File: src/rtl/ctsb_pkg.sv
// ----------------------------------------------------------------------------
// ctsb_pkg
// Shared types and constants for the Cartesian tree stack builder.
// ----------------------------------------------------------------------------
package ctsb_pkg;

    localparam int IDX_W = 10;
    localparam int VAL_W = 32;

    typedef struct packed {
        logic signed [VAL_W-1:0] value;
        logic                    last;
    } ctsb_item_t;

    typedef struct packed {
        logic [IDX_W-1:0] node_index;
        logic [IDX_W-1:0] parent_index;
        logic             is_root;
        logic             overflow;
        logic             last_result;
    } ctsb_result_t;

    // classification of one accepted beat, passed from front to back
    typedef struct packed {
        logic [IDX_W-1:0] idx;
        logic             ovf;
        logic             last;
    } ctsb_tag_t;

endpackage

File: src/rtl/ctsb_front.sv
// ----------------------------------------------------------------------------
// ctsb_front
// Accepts input beats, assigns sequence indices, flags overflow and buffers
// the classified beats in a two-entry queue for the back end.
// ----------------------------------------------------------------------------
module ctsb_front
    import ctsb_pkg::*;
#(
    parameter int CAPACITY    = 1024,
    parameter int VALUE_WIDTH = 32
) (
    input  logic                   clk,
    input  logic                   rst_n,
    input  logic                   item_valid,
    output logic                   item_ready,
    input  ctsb_item_t             item_data,
    output logic                   q_valid,
    input  logic                   q_ready,
    output logic [VALUE_WIDTH-1:0] q_key,
    output ctsb_tag_t              q_tag
);

    localparam int CNT_W = $clog2(CAPACITY + 1);
    localparam logic [CNT_W-1:0] CAP_L = CNT_W'(CAPACITY);

    logic [CNT_W-1:0]       cnt_reg;
    logic [CNT_W-1:0]       cnt_next;
    logic [VALUE_WIDTH-1:0] key_mem [2];
    ctsb_tag_t              tag_mem [2];
    logic                   wr_ptr_reg;
    logic                   rd_ptr_reg;
    logic [1:0]             fill_reg;
    logic                   push;
    logic                   pop;
    logic [63:0]            value_ext;
    logic [VALUE_WIDTH-1:0] key;
    ctsb_tag_t              tag;

    assign item_ready = (fill_reg != 2'd2);
    assign push       = item_valid && item_ready;
    assign pop        = q_valid && q_ready;
    assign q_valid    = (fill_reg != 2'd0);
    assign q_key      = key_mem[rd_ptr_reg];
    assign q_tag      = tag_mem[rd_ptr_reg];

    // map signed value to an unsigned key with the same order
    assign value_ext = {{(64-VAL_W){item_data.value[VAL_W-1]}}, item_data.value};
    assign key       = value_ext[VALUE_WIDTH-1:0] ^ {1'b1, {(VALUE_WIDTH-1){1'b0}}};

    always_comb
    begin
        tag.idx  = IDX_W'(cnt_reg);
        tag.ovf  = (cnt_reg >= CAP_L);
        tag.last = item_data.last;
        if (item_data.last)
        begin
            cnt_next = '0;
        end
        else if (tag.ovf)
        begin
            cnt_next = cnt_reg;
        end
        else
        begin
            cnt_next = cnt_reg + CNT_W'(1);
        end
    end

    always_ff @(posedge clk)
    begin
        if (push)
        begin
            key_mem[wr_ptr_reg] <= key;
            tag_mem[wr_ptr_reg] <= tag;
        end
    end

    always_ff @(posedge clk or negedge rst_n)
    begin
        if (!rst_n)
        begin
            cnt_reg    <= '0;
            wr_ptr_reg <= 1'b0;
            rd_ptr_reg <= 1'b0;
            fill_reg   <= 2'd0;
        end
        else
        begin
            if (push)
            begin
                cnt_reg    <= cnt_next;
                wr_ptr_reg <= ~wr_ptr_reg;
            end
            if (pop)
            begin
                rd_ptr_reg <= ~rd_ptr_reg;
            end
            if (push && !pop)
            begin
                fill_reg <= fill_reg + 2'd1;
            end
            else if (pop && !push)
            begin
                fill_reg <= fill_reg - 2'd1;
            end
        end
    end

endmodule

File: config.mk
export PLATFORM = sky130hd
export DESIGN_NAME = ctsb_front
export DESIGN_NICKNAME = d
export VERILOG_FILES = /design/src/rtl/ctsb_pkg.sv /design/src/rtl/ctsb_front.sv
export SDC_FILE = /design/constraint.sdc
export NUM_CORES = 1
export LEC_CHECK = 0
export ABC_AREA = 0
export BUFFER_PORTS_ARGS = -buffer_cell sky130_fd_sc_hd__buf_2
export CORE_ASPECT_RATIO = 1.75
export CORE_UTILIZATION = 58
export DETAILED_ROUTE_END_ITERATION = 10
export GPL_ROUTABILITY_DRIVEN = 1
export HOLD_SLACK_MARGIN = 0.05
export PLACE_DENSITY = 0.87
export SYNTH_ARGS = -nofsm -noshare
export SYNTH_HDL_FRONTEND = slang
export SYNTH_SLANG_ARGS = --single-unit
File: constraint.sdc
create_clock -name clk -period 4.4 [get_ports clk]
set_input_delay 0.22 -clock clk [delete_from_list [all_inputs] [get_ports clk]]
set_output_delay 0.22 -clock clk [all_outputs]
set_load 0.02 [all_outputs]
Yosys cells after proc, flatten, opt, wreduce, memory -nomap -nowiden. Memory sizes are Yosys's and may differ from the RTL's. Index checks and enable logic that the tools add are counted. Widths: inputs -> output; s select.

Flip-flop bits (word level): 15. Bits in writable memories: 88. Input port bits: 37. Output and inout port bits: 46. Memories: 2.

Add/subtract/negate cells: 3. Magnitude comparators: 1. Eq/ne operators: 2. Multiplexer cells: 6. Bitwise operators: 3. Reductions and logical operators: 9.

Memory list: key_mem (depth 2, bits a word 32, read ports 1, clocked after Yosys merged registers in 0, wr ports 1, line ctsb_front.sv:28) `logic [VALUE_WIDTH-1:0] key_mem [2];`; tag_mem (depth 2, bits a word 12, read ports 1, clocked after Yosys merged registers in 0, wr ports 1, line ctsb_front.sv:29) `ctsb_tag_t tag_mem [2];`.

Operators with widths (number): $mux 11 (2); $add 11x1->11 const B (1); $ge 11x11->1 const B (1); $logic_and 1x1->1 (4); $mux 2 (2); $ne 2x2->1 const B (2); $reduce_bool 2->1 (2); $not 1->1 (3); $add 2x1->2 const B (1); $logic_not 1->1 (2); $mux 1 (2); $reduce_and 2->1 (1); $sub 2x1->2 const B (1).

Depth between registers and ports, before layout. Gate-level depths: netlist (run 1).

Depth in word-level cells: 6. Gate-level depth with buffers: 8. Depth with buffers taken out: 8.

Worst setup path after synthesis (run 1). Ideal clock, no wire load.

Kind: register -> register. From: register fill_reg[1]. To: memory key_mem[0][0], enable pin. Library setup time: 445 ps. Arrival time: 2636 ps. Slack: 1319 ps. Cell stages (with the launch flop): 5. Buffers on the path: 0. Period minus slack after synthesis: 3081 ps. Cell sequence: dfrtp_1 nor2b_4 inv_2 nand2_1 nor2_1.

Longest elaborated chain between the ends: 4.

RTL lines: from (decl) (line ctsb_front.sv:32) `logic [1:0] fill_reg;`; from (signal assigned) (line ctsb_front.sv:100) `fill_reg <= fill_reg + 2'd1;`; from (signal assigned) (line ctsb_front.sv:104) `fill_reg <= fill_reg - 2'd1;`; $ne 2x2->1 (line ctsb_front.sv:39) `assign item_ready = (fill_reg != 2'd2);`; net item_ready (line ctsb_front.sv:15) `output logic item_ready,`; $logic_and 1x1->1 (line ctsb_front.sv:40) `assign push = item_valid && item_ready;`; $mux 1 (line ctsb_front.sv:71) `if (push)`; $mux 1 (implied by the code) (line ctsb_front.sv:73) `key_mem[wr_ptr_reg] <= key;`; to (decl) (line ctsb_front.sv:28).

The timed path passes the listed nets, and every way through them passes these cells.

==> results.yml, run 1 <==
die:
  dieArea_um2: 7190
  initial_core_util: 0.603
  rows: 39
  pin_count: 83
  die_h_um: 111
  core_um2: 6590
  die_w_um: 64.5
sta:
  period_minus_slack_ns: 2.19
  rsz0062_at_grt: "no"
  slew_headroom: 0.323
  timing.fmax_mhz: 456
  final_max_slew_viol_count: 0
  layout_setup_ws_ns: 2.21
  worstMarginPinSlew_ns: 1.02
  setup_viol_count_final: 0
  hold_slack_ns: 0.0642
  fin_tns_setup_ns: 0
  clock_skew_ns: 0.00535
  timing.final.crit_share: 0.498
  finalHoldViolCount: 0
clocking:
  clock_sinks: 103
  clk_latency_ns: 0.34
  ctsResizeCount: 0
  cts_inserted_buffers: 9
  clock-root-buffer: "clkbuf_16"
  htreeDepth: 3
  clkTransAtPathRegs_ns: 0.06
  tritoncts: "built"
  cts_buffer_depth: 2
synthesis:
  synthMuxAreaShare: 0.125
  syn_nets: 257
  ys.flop_type: "edfxtp_1"
  synth.area.top_cells: "edfxtp_1 67%, mux2_2 12%, dfrtp_1 9.5%"
  synth_cell_type_count: 31
  synth_top_area_frac: 0.666
  synth.ff_latch_count: 103
  synth_edf_count: 88
  synthXorXnorAreaFrac: 0.0199
  yosysMostFrequentCell: "edfxtp_1"
  synth.avg_cell_area_um2: 18.3
  synthArstFlopShare: 0.146
  synth-warning-count: 0
  synth_top_cell_by_area: "edfxtp_1"
  synth_area_um2: 3970
  synth_top_family_by_area: "multiplexers"
  synth_compound_area_frac: 0.0173
  synthAdderAreaFrac: 0.00945
  synthCells: 217
  synthSimpleGateAreaFrac: 0.0517
  netlist_top_cells_count: "88 x edfxtp_1, 44 x mux2_2, 15 x dfrtp_1"
  synth_seq_area_share: 0.760
pwr:
  p_per_area_nw_per_um2: 670
  swShare: 0.319
  internal_power_mw: 2.17
  p_total_mw: 3.18
  p_sw_mw: 1.02
  p_seq_frac: 0.467
  peakVddDrop_v: 0.000618
  p_leak_nw: 1.83
  clockPowerShare: 0.236
  power_frac_comb: 0.297
detailed_routing:
  num_vias: 2138
  drc_errors: 0
  post_drt_wl_per_cell_um: 16.8
  firstDrtPassIters: 4
  viasPerCell: 5.47
  wl_um: 6560
  final_antenna_net_count: 0
  drt_iter0_markers: 120
placement:
  dp_cells: 374
  dpl_worst_slack_ns: 2.48
  placed_area_um2: 4460
  gp_congestion: 0.794
  dp_hpwl_um: 4310
  io_buffers: 82
cells_and_area:
  antennaDiodeCount: 0
  stdcell_count: 391
  fin_util: 0.721
  num-nets-final: 344
  largest_reg_flops: 64
  fin_area_um2: 4750
  syn_to_final_growth_pct: 19.6
  drive_gt1_frac: 0.472
global_route:
  grt_pass1_wl_um: 10200
  track_usage: 0.198
  grt_overflow: 0
  antenna_found_initial: 0
  grt_max_degree: 46
  grt_pass1_vias: 2140
worst_hold_path:
  whs_path_depth: 1
  whs_endpoint: "key_mem[0][6]"
  hp-class: "primary input to register"
  hp-start: "item_data[7]"
setup_path:
  reg2reg_slack_ns: 2.48
  cp-end-kind: "output pin"
  critPathLaunchType: "register"
  worstPathRequired_ns: 4.18
  cp_max_fo: 45
  timing.rr.end: "key_mem[1][6]"
  cp.arrival_ns: 1.97
  reg2reg_depth: 3
  worstSetupPathType: "register to output pin"
  r2r_start: "fill_reg[1]"
outcome:
  outcome: "finished, final reports clean"
run:
  cap_violations: 0
==> power by group through the flow <==
stage / registers (mW) / logic (mW) / clock network (mW)
finish: 1.49 / 0.945 / 0.753
global route: 1.51 / 1.01 / 0.805
CTS: 1.49 / 0.959 / 0.764
detailed placement: 1.51 / 0.954 / 0
global placement: 1.49 / 0.940 / 0
floorplan: 1.41 / 0.746 / 0
==> cells in the final DEF, fill, tap and decap left out, types with 2 or more instances in the layout <==
master     instances
buf_2             82
a311oi_1           3
xor2_1             3
edfxtp_1          88
clkbuf_16          9
nand2_1            6
nand4_1            3
xnor2_1            6
nor4_1             2
nor2b_4            2
nand2b_1           2
a31oi_1            3
inv_1              5
clkinv_1           2
nor2_1             7
mux2_2            44
dfrtp_1           14
ha_1               3
clkbuf_1           3
and3_1             3
==> worst max-delay path by stage <==
stage	from	to	slack, ns	depth (start not counted)
after floorplan	fill_reg[1]	key_mem[0][0]	1.32	4
after global placement	fill_reg[1]	key_mem[1][11]	2.49	3
after detailed placement	fill_reg[1]	key_mem[1][4]	2.48	3
after CTS	rd_ptr_reg	q_tag[10]	2.18	2
after global routing	rd_ptr_reg	q_key[25]	2.11	2
final	rd_ptr_reg	q_tag[8]	2.21	2
==> kinds of logic after synthesis <==
logic type                 after synthesis
adders and majority gates                3
buffers and inverters                   14
and+or+nand+nor                         35
xor gates and xnor gates                 9
muxes                                   44
DFF                                    103
AOI/OAI and AO/OA                        9
==> worst max-delay path, stage by stage, from the launching register on <==
cell	delay, ns
dfrtp_2	1.01
mux2_2	0.43
buf_2	0.16
==> per-layer routing <==
layer | GRT usage | wire length (um) | vias up
met1 | 0.224 | 2490 | 1035
met4 | 0.124 | 269 | 0
met2 | 0.320 | 3470 | 83
li1 | - | - | 999
met3 | 0.0605 | 327 | 21
met5 | 0 | 0 | -
==> area by class of cell <==
type / count / area, um2
timing repair buffer: 84 / 428
sequential: 103 / 3020
multi-input combinational: 100 / 895
fill: 425 / 1840
inverter: 6 / 22.5
tap: 82 / 103
clock inverter: 4 / 46.3
clock buffer: 12 / 236
==> repair_timing <==
item | CTS | global route
hold endpoints to repair | 15 | 0
hold buffers | 1 | 0
setup buffers | 0 | 0
Note: power is estimated with default switching activity, not from simulation.
==> run 2: changes to the inputs <==
CORE_UTILIZATION = 49   (was 58)
PLACE_DENSITY = 0.79   (was 0.87)
clock period = 2 ns   (was 4.4 ns; I/O delays follow)
==> results.yml, run 2 (synthesis gave the netlist of run 1 again) <==
cells_and_area:
  drive_gt1_frac: 0.441
  antennaDiodeCount: 0
  final_common_cell: "edfxtp_1"
  layout_common_cells: "88 x edfxtp_1, 82 x buf_2, 44 x mux2_2"
  num-nets-final: 380
  fin_area_um2: 5120
  fillCellCount: 549
  fin_util: 0.648
  largest_reg_flops: 64
  syn_to_final_growth_pct: 29.1
clocking:
  clock_sinks: 103
  clkTransAtPathRegs_ns: 0.06
  clk_latency_ns: 0.34
  cts_hold_buf: 34
  htreeDepth: 3
  clock-root-buffer: "clkbuf_16"
  ctsResizeCount: 0
  cts_inserted_buffers: 9
  tritoncts: "built"
  cts_buffer_depth: 2
  cts_setup_buffers: 0
setup_path:
  critPathLaunchType: "register"
  reg2reg_slack_ns: 0.35
  r2r_start: "fill_reg[0]"
  worstPathRequired_ns: 1.90
  cp_max_fo: 44
  cp.arrival_ns: 1.56
  worstSetupPathType: "register to output pin"
  cp-end-kind: "output pin"
  startpoint: "rd_ptr_reg"
placement:
  placed_area_um2: 4510
  dpl_worst_slack_ns: 0.362
  io_buffers: 82
  dp_hpwl_um: 4300
  gp_congestion: 0.713
sta:
  final_max_slew_viol_count: 0
  timing.final.crit_share: 0.831
  finalHoldViolCount: 0
  worstMarginPinSlew_ns: 0.368
  layout_setup_ws_ns: 0.337
  setup_viol_count_final: 0
  fin_tns_setup_ns: 0
  period_minus_slack_ns: 1.66
  slew_headroom: 0.753
  timing.fmax_mhz: 601
  clock_skew_ns: 0.00550
  rsz0062_at_grt: "no"
global_route:
  antenna_found_initial: 0
  grt_overflow: 0
  grt_pass1_vias: 2215
  grt_pass1_wl_um: 10700
  grt_max_degree: 45
  track_usage: 0.171
die:
  rows: 43
  core_um2: 7910
  initial_core_util: 0.502
  dieArea_um2: 8480
  pin_count: 83
  die_w_um: 70.0
  die_h_um: 121
pwr:
  p_total_mw: 7.08
  p_per_area_nw_per_um2: 1380
  p_leak_nw: 1.99
  peakVddDrop_v: 0.00143
worst_hold_path:
  hp-start: "q_ready"
  hp-class: "primary input to register"
detailed_routing:
  final_antenna_net_count: 0
  drt_iter0_markers: 141
  viasPerCell: 5.26
  firstDrtPassIters: 6
  wl_um: 7150
  post_drt_wl_per_cell_um: 16.4
  num_vias: 2289
  drc_errors: 0
outcome:
  outcome: "finished, final reports clean"
run:
  cap_violations: 0
run 2: changes by cell type in the layout (fill, tap and decap cells not counted):
cell | previous run | this run
buf_12 | 0 | 2
buf_4 | 1 | 2
bufinv_16 | 1 | 0
clkbuf_1 | 3 | 2
clkbuf_8 | 0 | 1
clkinv_1 | 2 | 0
clkinv_2 | 0 | 3
clkinv_4 | 1 | 0
clkinvlp_4 | 0 | 1
dlygate4sd3_1 | 1 | 34
run 2: path summary, 6_finish.rpt:
kind,to,cells after the start
max reg2reg,fill_reg[1],7
min,rd_ptr_reg,3
max in group asynchronous,rd_ptr_reg,2
min in group asynchronous,fill_reg[0],2
min reg2reg,rd_ptr_reg,1
max,q_key[28],3
run 2: per-stage QoR:
stage / instances / hold WS, ns
after CTS: 435 / 0.0508
after global placement: 385 / 0.0239
after global routing: 435 / 0.0730
after floorplan: 217 / -0.196
after detailed placement: 385 / 0.0306
final: 435 / 0.0588
run 2: final cells by class:
cell class | instances | area, um2 | area share
repair buffers | 120 | 806 | 0.157
flip-flops and latches | 103 | 3020 | 0.589
inverters | 6 | 22.5 | 0.00440
well taps | 90 | 113 | 0.0220
clock buffers | 12 | 246 | 0.0481
multi-input cells | 100 | 895 | 0.175
clock inverters | 4 | 22.5 | 0.00440
run 2: power breakdown:
| part | leakage, nW | internal, mW | switching, mW |
|---|---|---|---|
| Clock | 0.132 | 0.871 | 0.689 |
| Combinational | 0.837 | 0.985 | 1.43 |
| Sequential | 1.02 | 2.92 | 0.181 |
| Total | 1.99 | 4.78 | 2.30 |
run 2: routing by layer:
metal  track usage  routed length, um  vias up
li1              -                  -     1075
met2         0.304               3960       59
met1         0.192               2750     1144
met4        0.0875                162        0
met3        0.0349                263       11
met5             0                  0        -
run 2: worst max-delay path, stage by stage, from the launching register on:
cell,delay [ns]
dfrtp_2,0.40
buf_12,0.25
mux2_2,0.38
buf_2,0.17
